`config.mk`:
```
export PLATFORM = sky130hd
export DESIGN_NAME = lmq_fifo
export DESIGN_NICKNAME = d
export VERILOG_FILES = /design/src/design/lmq_fifo.sv
export SDC_FILE = /design/constraint.sdc
export NUM_CORES = 1
export LEC_CHECK = 0
export BUFFER_PORTS_ARGS = -buffer_cell sky130_fd_sc_hd__buf_2
export CORE_ASPECT_RATIO = 1.2
export CORE_MARGIN = 2
export CORE_UTILIZATION = 40
export CTS_CLUSTER_DIAMETER = 80
export DETAILED_ROUTE_END_ITERATION = 16
export PLACE_DENSITY = 0.66
export SYNTH_ARGS = -nofsm -noshare
export SYNTH_HDL_FRONTEND = slang
export SYNTH_SLANG_ARGS = --single-unit
```
`constraint.sdc`:
```
create_clock -name clock -period 1.3 [get_ports clock]
set_input_delay 0.065 -clock clock [delete_from_list [all_inputs] [get_ports clock]]
set_output_delay 0.065 -clock clock [all_outputs]
set_load 0.05 [all_outputs]
```
`src/design/lmq_fifo.sv`:
```
// Two-word queue between the front and back ends.
module lmq_fifo #(
   parameter int W = 8
) (
   input  logic         clock,
   input  logic         reset,
   input  logic         push,
   input  logic [W-1:0] push_data,
   input  logic         pop,
   output logic [W-1:0] head_data,
   output logic         empty,
   output logic         full
);

   logic [W-1:0] slot_ff [2];
   logic         wp_ff;
   logic         rp_ff;
   logic [1:0]   cnt_ff;

   assign empty     = (cnt_ff == 2'd0);
   assign full      = (cnt_ff == 2'd2);
   assign head_data = slot_ff[rp_ff];

   // Pointers and count
   always_ff @(posedge clock) begin
      if (reset) begin
         wp_ff  <= 1'b0;
         rp_ff  <= 1'b0;
         cnt_ff <= 2'd0;
      end else begin
         if (push) wp_ff <= ~wp_ff;
         if (pop)  rp_ff <= ~rp_ff;
         if (push && !pop)      cnt_ff <= cnt_ff + 2'd1;
         else if (pop && !push) cnt_ff <= cnt_ff - 2'd1;
      end
   end

   // Storage
   always_ff @(posedge clock) begin
      if (push) slot_ff[wp_ff] <= push_data;
   end

endmodule

```
# Word level (Yosys, flattened, before mapping)
# Memories as Yosys holds them, arrays and structs flattened. A register that Yosys moved wholly into a read port is not among the register bits.
# Cells that the tools add are included.
# totals
ram_bits,16
n_memories,1
regBits,4
wordCells,21
# classes
n_eq_ne,1
reduce_logical,6
n_bitwise,2
n_mux,6
add_sub_neg,2
# mem_list
memory,depth,word_bits,read_ports,rd_ports_with_merged_regs,wr,line,rtl
slot_ff,2,8,1,1,1,15,logic [W-1:0] slot_ff [2];
# ops
op,count
1-bit 2-to-1 mux,4
2-bit 2-to-1 mux,2
"2-bit by 1-bit adder with 2-bit output, second input constant",1
"2-bit == test, second input constant",1
1-bit logical AND,2
1-bit zero test,2
2-bit zero test,1
1-bit inverter,2
2-bit nonzero test,1
"2-bit by 1-bit subtractor with 2-bit output, second input constant",1

# Logic depth before layout (Yosys ltp)
# logic_depth
word_depth,4
mapped_depth,5

# Worst setup path after synthesis
# No wires, ideal clock.
# synth_path
kind,flip-flop to flip-flop
start,reg wp_ff
end,mem slot_ff[0][0] (enable)
period_less_slack_ns,1.088
setup_time_ns,0.373
path_slack_ns,0.212
t_arrival_ns,0.715
path_stages_with_launch,2
cell_sequence,dfxtp_1 -> nor2b_1
# synth_rtl
item,line,rtl
from (decl),16,logic wp_ff;
from (signal assigned),31,if (push) wp_ff <= ~wp_ff;
to (decl),15,
# No word-level cell before the write port.

==> flow_metrics.tcl <==
set metrics [dict create \
    required_ns 1.24 \
    crit_path_start_kind "flop" \
    vias 479 \
    p_per_area_mw_per_mm2 1330 \
    vias_per_cell 4.79 \
    top_usage_layer "met2" \
    grt_max_degree 12 \
    cts_tree "yes" \
    finalSetupViolCount 0 \
    end_kind "output port" \
    place_congestion 0.624 \
    drc_errors 0 \
    netlist_instances 47 \
    die_h_um 52.5 \
    die_x_um 44.4 \
    numCtsBuffers 3 \
    finalHoldViolCount 0 \
    gr-total-overflow 0 \
    slew_violations 0 \
    status "finished clean" \
    die_area_mm2 0.00233 \
    ioPinCount 22 \
    start_util_pct 42.3 \
    fillers 149 \
    track_usage_pct 12.4 \
    crit_family "flip-flops" \
    period_needed_ns 1.29 \
    use_met1_pct 10.4 \
    min_path_type "input port to flop" \
    dp_cells 87 \
    fin_cells 100 \
    cts_buffer_depth 2 \
    clk_latency_ns 0.29 \
    crit_path_max_fanout 8 \
    grt_pass1_vias 504 \
    avgSynthCellArea_um2 16.7 \
    worst_path_max_delay_cell "dfxtp_4" \
    yosysTopAreaCell "edfxtp_1" \
    path_class "flop to output port" \
    grt_pass1_wl_mm 1.96 \
    synth_seq_cells 21 \
    clkSinkCount 21 \
    drtAntennaViolNets 0 \
    met3_usage_pct 3.10 \
    core_area_mm2 0.00185 \
    clockRootBuffer "clkbuf_4" \
    max_stage_delay_ns 0.46 \
    antenna_found_initial 0 \
    ys_seq_area_share_pct 74.1 \
    ys_warn_count 0 \
    drive_gt1_share_pct 43.2 \
    syn_area_um2 783 \
    period_share_pct 99.1 \
    cp_cell_sequence "mux2_4 > buf_6" \
    num_rows 17 \
    rsz0062_at_grt "yes" \
    timing.fmax_mhz 776 \
    antennaDiodeCount 0 \
    critPathBufInv 1 \
    maxCapViolCount 0 \
    fin_hold_ws_ns 0.0538 \
    area_growth_pct 42.3 \
    total_power_w 0.00148 \
    netlist-cell-type-count 15 \
    avgRoutedWirePerCell_um 12.8 \
    dr.pass1.iters 4 \
    worst_slew_pin_slew_ns 0.404 \
    fin_setup_tns_ns 0 \
    wl_mm 1.28 \
    worstPathArrival_ns 1.22 \
    cts.clk_slew.worst_paths_ns 0.11 \
    fin_nets 95 \
    ir_worst_vdd_v 0.000859 \
    synth_top_area_share_pct 61.3 \
    leakage_nw 0.463 \
    max_slew_margin_pct 73.1 \
    htree_levels 1 \
    skew_ns 0.00833 \
    drtIter0Drc 12 \
    synth_area_leaders "edfxtp_1 (61%), dfxtp_1 (13%), mux2_2 (12%)" \
    dp_hpwl_um 787 \
    utilization_pct 60.2 \
    synth.net_count 60 \
    met2_usage_pct 24.8 \
    portBuffers 21 \
]
==> metrics by stage <==
step	area, µm²	worst slack, ns
finish	1110	0.0115
global route	1110	-0.0402
CTS	1080	-0.0163
detailed placement	915	0.119
global placement	915	0.123
floorplan	783	0.212
==> where the power goes <==
group	internal, W	leakage, nW	total, W	switching (W)
logic	0.000163	0.255	0.000377	0.000214
registers	0.000775	0.192	0.000809	0.0000334
clock network	0.000119	0.0150	0.000297	0.000177
total	0.00106	0.463	0.00148	0.000425
==> area by class of cell <==
| class | instances | area, µm² | area share [%] |
|---|---|---|---|
| flip-flops and latches | 21 | 584 | 52.4 |
| repair buffers | 31 | 253 | 22.7 |
| multi-input cells | 24 | 224 | 20.1 |
| clock buffers | 4 | 26.3 | 2.36 |
| well taps | 19 | 23.8 | 2.13 |
| inverters | 1 | 3.75 | 0.337 |
==> sequential cells by signal, indices dropped and copies added (netlist names), named ones only <==
register  count
wp_ff         1
cnt_ff        2
slot_ff      16
rp_ff         1
==> worst min-delay path: cells and delay by family <==
| family | cells | cell delay, ns |
|---|---|---|
| buf+inv | 1 | 0.11 |
| xor+xnor | 1 | 0.07 |
| simple gates | 1 | 0.07 |
==> cell usage in the layout, fill, tap and decap left out, drive strengths merged <==
cell type	count
buf	22
edfxtp	16
dlygate4sd3	9
mux2	8
nor2	5
dfxtp	5
clkbuf	4
xnor2	2
xor2	2
inv	1
and2b	1
and2	1
nor2b	1
o21ai	1
or3	1
a21oi	1
ha	1
==> layer usage <==
metal | routed length [µm] | up-vias | part of all wire [%]
li1 | - | 236 | -
met1 | 517 | 224 | 40
met2 | 690 | 17 | 54
met3 | 64 | 2 | 5.0
met4 | 12 | 0 | 0.93
met5 | 0 | - | 0
==> worst paths after layout <==
kind | start | end | slack (ns) | depth (start not counted)
setup reg to reg | wp_ff | slot_ff[1][2] | 0.20 | 1
hold reg to reg | cnt_ff[1] | cnt_ff[1] | 0.51 | 2
hold / removal | push | wp_ff | 0.05 | 3
setup / recovery | flop | head_data[7] | 0.01 | 2
==> cells in the mapped netlist, drive strengths merged <==
cell and count:
a21oi 1, and2 1, and2b 1, buf 1, dfxtp 5, edfxtp 16, ha 1, inv 1
mux2 8, nor2 5, nor2b 1, o21ai 1, or3 1, xnor2 2, xor2 2
==> timing repair <==
action                                  4_1_cts  5_1_grt
hold buffers                                  9        0
gates resized for setup                      18        8
endpoints found under the hold margin        21        0
buffers inserted                              0        0
endpoints found under the setup margin        8        8
==> cell families after synthesis <==
family | synth area share, %
flops | 74.1
buf+inv | 1.12
fa+ha+maj | 1.60
mux | 11.5
xor+xnor | 4.47
simple gates | 5.91
compound gates | 1.28
(Power assumes the default switching activity.)
