<file path="config.mk">
export PLATFORM = sky130hd
export DESIGN_NAME = lmq_front
export DESIGN_NICKNAME = d
export VERILOG_FILES = /design/src/design/lmq_pkg.sv /design/src/design/lmq_front.sv
export SDC_FILE = /design/constraint.sdc
export NUM_CORES = 1
export LEC_CHECK = 0
export ABC_CLOCK_PERIOD_IN_PS = 2050
export BUFFER_PORTS_ARGS = -buffer_cell sky130_fd_sc_hd__buf_4
export CELL_PAD_IN_SITES_DETAIL_PLACEMENT = 1
export CELL_PAD_IN_SITES_GLOBAL_PLACEMENT = 2
export CORE_UTILIZATION = 29
export DETAILED_ROUTE_END_ITERATION = 10
export PLACE_DENSITY_LB_ADDON = 0.1
export SYNTH_ARGS = -nofsm -noshare
export SYNTH_HDL_FRONTEND = slang
export SYNTH_SLANG_ARGS = --single-unit
export TNS_END_PERCENT = 30
</file>
<file path="constraint.sdc">
create_clock -name clock -period 2.05 [get_ports clock]
set_clock_uncertainty 0.1 [all_clocks]
set_input_delay 0.1025 -clock clock [delete_from_list [all_inputs] [get_ports clock]]
set_output_delay 0.1025 -clock clock [all_outputs]
set_load 0.01 [all_outputs]
</file>
<file path="src/design/lmq_pkg.sv">
// Shared types and codes for the linked multi-queue core.
package lmq_pkg;

   // Operation codes carried from the front to the back end
   typedef enum logic [1:0] {
      OP_APPEND = 2'd0,
      OP_MOVE   = 2'd1,
      OP_LIST   = 2'd2
   } op_type;

   // Request mode code that is dropped on entry
   localparam logic [1:0] MODE_NONE = 2'd3;

   // Response status codes
   localparam logic [1:0] ST_ENTRY = 2'd0;
   localparam logic [1:0] ST_EMPTY = 2'd1;
   localparam logic [1:0] ST_DROP  = 2'd2;

   // Width of a station number on the request port
   localparam int STN_W = 10;

endpackage

</file>
<file path="src/design/lmq_front.sv">
// Front end: takes a request word, folds station numbers into range, classifies it.
module lmq_front
   import lmq_pkg::*;
#(
   parameter int QUEUE_COUNT = 1024
) (
   input  logic                            clock,
   input  logic                            reset,
   input  logic                            start,
   output logic                            front_busy,
   input  logic [1:0]                      req_mode,
   input  logic signed [31:0]              req_train_value,
   input  logic [STN_W-1:0]                req_source_station,
   input  logic [STN_W-1:0]                req_dest_station,
   input  logic                            fifo_full,
   output logic                            push,
   output op_type                          push_op,
   output logic [31:0]                     push_value,
   output logic [$clog2(QUEUE_COUNT)-1:0]  push_src,
   output logic [$clog2(QUEUE_COUNT)-1:0]  push_dst
);

   localparam int QW = $clog2(QUEUE_COUNT);

   // Number of shifted compare-subtract levels that bring a station below QUEUE_COUNT
   function automatic int red_levels();
      int k;
      k = 0;
      while ((QUEUE_COUNT << k) < (1 << STN_W)) begin
         k++;
      end
      return k;
   endfunction

   localparam int RED_LEVELS = red_levels();
   localparam int LW = (RED_LEVELS > 0) ? $clog2(RED_LEVELS + 1) : 1;

   logic               fv_ff;
   logic [LW-1:0]      left_ff;
   logic [1:0]         mode_ff;
   logic [31:0]        value_ff;
   logic [STN_W-1:0]   src_ff;
   logic [STN_W-1:0]   dst_ff;

   logic [LW-1:0]      lvl;
   logic [STN_W:0]     div;
   logic [STN_W-1:0]   src_red;
   logic [STN_W-1:0]   dst_red;
   logic               reducing;
   logic               done;
   logic               keep;
   logic               release_item;
   logic [QW+STN_W-1:0] src_wide;
   logic [QW+STN_W-1:0] dst_wide;

   // One reduction level per cycle, highest multiple first
   always_comb begin
      lvl      = left_ff - LW'(1);
      div      = (STN_W + 1)'(QUEUE_COUNT << lvl);
      src_red  = ({1'b0, src_ff} >= div) ? src_ff - div[STN_W-1:0] : src_ff;
      dst_red  = ({1'b0, dst_ff} >= div) ? dst_ff - div[STN_W-1:0] : dst_ff;
      reducing = fv_ff && (left_ff != '0);
      done     = fv_ff && (left_ff == '0);
   end

   // Station numbers to table index width
   assign src_wide = {{QW{1'b0}}, src_ff};
   assign dst_wide = {{QW{1'b0}}, dst_ff};
   assign push_src = src_wide[QW-1:0];
   assign push_dst = dst_wide[QW-1:0];

   // Classify: unknown mode and a self move are dropped here
   assign keep = (mode_ff != MODE_NONE)
              && !((mode_ff == OP_MOVE) && (push_src == push_dst));
   assign push         = done && keep && !fifo_full;
   assign release_item = done && (!keep || !fifo_full);
   assign push_op      = op_type'(mode_ff);
   assign push_value   = value_ff;
   assign front_busy   = fv_ff;

   // Control
   always_ff @(posedge clock) begin
      if (reset) begin
         fv_ff   <= 1'b0;
         left_ff <= '0;
      end else if (start && !fv_ff) begin
         fv_ff   <= 1'b1;
         left_ff <= LW'(RED_LEVELS);
      end else if (reducing) begin
         left_ff <= lvl;
      end else if (release_item) begin
         fv_ff   <= 1'b0;
      end
   end

   // Payload
   always_ff @(posedge clock) begin
      if (start && !fv_ff) begin
         mode_ff  <= req_mode;
         value_ff <= req_train_value;
         src_ff   <= req_source_station;
         dst_ff   <= req_dest_station;
      end else if (reducing) begin
         src_ff   <= src_red;
         dst_ff   <= dst_red;
      end
   end

endmodule

</file>
Yosys cells after proc, flatten, opt, wreduce, memory -nomap -nowiden
Cells that the tools add are included.
- order comparisons: 2
- equality and inequality tests: 4
- mux-type cells: 9
- shift operators: 1
- $add $sub $neg: 3
- reductions and logical operators: 21
- bitwise logic cells: 1
- operators with widths (kind ; number):
    $mux 10 ; 6
    $ge 10x11->1 ; 2
    $sub 10x10->10 ; 2
    $shl 11x1->11 const A ; 1
    $eq 10x10->1 ; 1
    $logic_and 1x1->1 ; 8
    $reduce_bool 2->1 ; 4
    $reduce_and 2->1 ; 3
    $logic_not 1->1 ; 4
    $mux 1 ; 3
    $eq 2x1->1 const B ; 1
    $ne 2x1->1 const B ; 1
    $ne 2x2->1 const B ; 1
    $reduce_or 2->1 ; 1
    $logic_or 1x1->1 ; 1
    $not 1->1 ; 1
    $sub 1x1->1 const B ; 1
- output and inout bits: 56
- register bits after elaboration: 56

Depth between registers and ports, before layout
- word-level depth: 10
- depth in mapped cells: 4
- gate-level depth less buffers: 4

Least setup slack after synthesis
OpenSTA, ideal clock, no wires.
- path type: reg2reg
- start: register fv_ff, in the netlist front_busy
- end: register src_ff[7], in the netlist push_src[7], data pin
- arrival: 1.202 ns
- stages on the path, launching flop included: 4
- required time: 1.690 ns
- slack: 0.488 ns
- period minus slack after synthesis: 1.562 ns
- cell sequence: dfxtp_1 nor2b_4 buf_6 mux2_4
- word-level cells in the longest chain between the ends: 3
- ends and longest elaborated chain (item ; line ; source):
    start, declared ; lmq_front.sv:38 ; logic fv_ff;
    start signal, assigned ; lmq_front.sv:84 ; fv_ff <= 1'b0;
    start signal, assigned ; lmq_front.sv:87 ; fv_ff <= 1'b1;
    start signal, assigned ; lmq_front.sv:92 ; fv_ff <= 1'b0;
    $logic_not 1->1 ; lmq_front.sv:98 ; if (start && !fv_ff) begin
    $logic_and 1x1->1 ; lmq_front.sv:98 ;
    $mux 10 ; lmq_front.sv:98 ;
    end signal, assigned ; lmq_front.sv:101 ; src_ff <= req_source_station;
    end signal, assigned ; lmq_front.sv:104 ; src_ff <= src_red;
    end, declared ; lmq_front.sv:42 ; logic [STN_W-1:0] src_ff;
Every way passes these cells.
A chain may end at the register's enable or synchronous reset.

Final worst setup path
- start: register src_ff[5], in the netlist push_src[5]
- end: output port push
- word-level cells in the longest chain between the ends: 6
- ends and longest elaborated chain (item ; line ; source):
    $eq 10x10->1 ; lmq_front.sv:74 ; && !((mode_ff == OP_MOVE) && (push_src == push_dst));
    $logic_and 1x1->1 ; lmq_front.sv:74 ;
    $logic_not 1->1 ; lmq_front.sv:74 ;
    $logic_and 1x1->1 ; lmq_front.sv:74 ;
    $logic_and 1x1->1 (2 in a row) ; lmq_front.sv:75 ; assign push = done && keep && !fifo_full;
    end, declared ; lmq_front.sv:16 ; output logic push,
Every way passes these cells.

==> summary.txt <==
Layout
  • Share of post-route cells with drive strength above 1: 51.2%
  • Finished Layout Cells: between 300 and 400
  • Ant diodes: 0
  • Area delta synth->final: 76.4%
  • Final-stage net count: ~340

Floorplan
  • Die W: 88.2 microns
  • Core ar.: 7210 sq um
  • Initial Utilization: 29.9%
  • Die area: between 7000 and 8000 sq um
  • Chip Height: a little under 90 microns
  • Row cnt: 31
  • IO Pins: roughly 110

Logic synthesis
  • Synth Area in Adders: 0%
  • Seq/Total Area, Yosys: about 77%
  • Synth top area share: around 75%
  • Synthesized area: around 2200 sq um
  • Syn_nets: approximately 160
  • Post-synthesis xor/xnor area fraction: approximately 4.1%
  • Cell taking the most area after synthesis: edfxtp_1
  • Multiplexer area fraction after synthesis: about a tenth
  • Synthesized-area fraction occupied by ao, oa, aoi and oai cells: less than 1%
  • Cells after Synth: 106
  • Simple-gate portion of the synthesized area: ~7.0%
  • YS warnings: 0
  • Largest family of logic cells by synthesized area: multiplexers
  • Synthesized flop and latch total: 56
  • Yosys cell types: 21
  • Largest cells by area after synthesis: edfxtp_1 (75%), mux2_4 (9.1%), xnor2_1 (3.3%)
  • Mean Syn Cell Area: roughly 20 sq um

Critical path
  • Critical Path Fanout Max: 3
  • Reg2reg end: push_src[9]
  • CP endpoint kind: primary output
  • CP Launch Type: flip-flop
  • CP arrival: around 1.7 ns
  • R2r startpoint: front_busy
  • WS Path Type: flip-flop to primary output
  • Reg-to-reg slack, setup: approximately 0.49 ns
  • Worst Reg-to-Reg Cells: 3
  • Req. time, crit path: ~1.9 ns

Hold path
  • Hold crit path type: input pin to flip-flop
  • Cells on Worst Hold Path: 2
  • Worst hold endpoint: push_src[2]
  • Min-delay src: start

GRT
  • Largest net degree at the start of global routing: 33
  • Gr usage total: ~15%
  • Global-route wire length before repair: 8750 microns
  • Overflow after GRT: 0
  • Number of global-route vias before repair: roughly 1800
  • Initial antenna violation count: 0

Clocking
  • H-tree depth: 2
  • Clock Sinks: 56
  • Clock Tree Buf Depth: 2
  • Clk_lat worst skew: 0.31 ns
  • Root Driver: clkbuf_8
  • Setup repair bufs after CTS: 0
  • Clk slew on worst S/H paths: 0.11 ns
  • CTS tree: built
  • CTS Buf Count: 5

Detailed routing
  • DR vias: 1618
  • Drt first-iter violations: 31
  • Routed vias/inst: 4.21
  • DRC viols: 0
  • Routed WL: about 5800 microns
  • WL per Instance: approximately 15 microns
  • Final ANT Viol Nets: 0
  • Drt first pass iters: 4

Timing
  • Unrepaired setup endpoints after global routing: false
  • Tightest Pin Transition: 0.381 ns
  • Final setup fails: 0
  • Fin crit share: ~94%
  • Top achievable clock speed: between 0.5 and 0.6 GHz
  • Slew Viols, Final: 0
  • Hold Vio Cnt, Final: 0
  • Min Clock Period, post-route: about 1.9 ns
  • Total Neg Setup Slack: 0 ns
  • Worst slew margin: roughly three quarters

Pwr
  • Peak supply drop: 323 uV
  • Leakage: between 1.5 and 2 nW
  • Cell Pwr Density: roughly 680 nW/um^2

Run
  • MaxCap Viol Count: 0

Status
  • Status: complete, no violations

Place
  • # port buffers: about 110
  • DP HPWL: approximately 3800 microns
  • Placed insts: 319
  • Final GP Congestion: 0.697
==> sequential cells by signal, summed over array words and instances, names as in the netlist <==
signal / flops
front_busy: 1
left_ff: 1
push_dst: 10
push_op: 2
push_src: 10
push_value: 32
==> worst max-delay path, cell delays in order, from the launching register on <==
cell and delay, ns:
edfxtp_1 0.44, xnor2_1 0.21, nand4_1 0.17, nor4_4 0.33, o32ai_2 0.12, buf_4 0.16
==> metrics by stage <==
| step | setup slack [ns] | power [mW] | hold WS (ns) | utilization (%) | cell area [sq um] |
|---|---|---|---|---|---|
| after detailed placement | 0.266 | 1.89 | 0.182 | 43.2 | 3120 |
| after CTS | 0.0271 | 2.60 | 0.112 | 52.5 | 3790 |
| after global placement | 0.302 | 1.88 | 0.178 | 43.2 | 3120 |
| final | 0.114 | 2.58 | 0.121 | 52.7 | 3800 |
| after global routing | 0.00117 | 2.70 | 0.106 | 52.7 | 3800 |
| after floorplan | 0.488 | 1.64 | 0.0798 | - | 2160 |
==> final cells by class <==
type	instances	area, sq um
Sequential cell	56	1660
Clock inverter	3	22.5
Fill cell	745	3410
Multi-Input combinational cell	48	485
Tap cell	99	124
Clock buffer	5	68.8
Timing Repair Buffer	173	1440
==> synth_stat cells <==
master,count
nor4_1,1
mux2_4,13
mux2_2,1
nand3b_1,1
and2b_2,4
o21ai_0,2
buf_6,1
nor2b_1,1
buf_12,1
dfxtp_1,2
nand4_1,2
nor4b_1,1
or3_1,1
nor2b_4,1
nor2_1,2
o32ai_1,1
xor2_1,2
xnor2_1,8
edfxtp_1,54
nand2b_2,1
and2_1,6
==> what timing repair did <==
action / CTS / global route
endpoints found under the setup margin: 1 / 1
hold buffers: 57 / 0
hold endpoints to repair: 56 / 0
resized for setup: 1 / 2
pin swaps: 0 / 4
==> how the worst max path moves through the flow <==
stage | to | from | cells past startpoint | slack [ns]
floorplan | push_src[7] | front_busy | 3 | 0.49
global placement | push | push_dst[2] | 5 | 0.30
detailed placement | push | push_dst[3] | 5 | 0.27
CTS | push | push_dst[3] | 5 | 0.03
global route | push | push_src[5] | 5 | 0.001
finish | push | push_src[5] | 5 | 0.11
==> metal layers <==
layer	track usage, %	wire (microns)
met3	6.25	442
met1	16.1	2100
met5	0	0
met4	3.52	53
met2	28.9	3200
==> power breakdown <==
part	total [mW]	switching (mW)	internal, mW
clock network	0.625	0.379	0.246
registers	1.42	0.0536	1.37
logic	0.536	0.207	0.329
total	2.58	0.639	1.94
==> cell families (layout without fill, tap and decap cells) <==
kind of cell,Yosys count,after routing
multiplexers,14,14
AND/OR/NAND/NOR,21,21
XOR/XNOR,10,10
flip-flops,56,56
AO/OA/AOI/OAI,3,3
buffers and inverters,2,181
==> cells in the final DEF (no fill, tap or decap), types with 4 or more instances in the layout <==
master | netlist | layout
and2_1 | 6 | 6
dlygate4sd3_1 | 0 | 57
clkbuf_8 | 0 | 5
mux2_4 | 13 | 13
edfxtp_1 | 54 | 54
and2b_2 | 4 | 4
xnor2_1 | 8 | 8
buf_4 | 0 | 116
No activity file was read; power rests on OpenSTA's default activity.
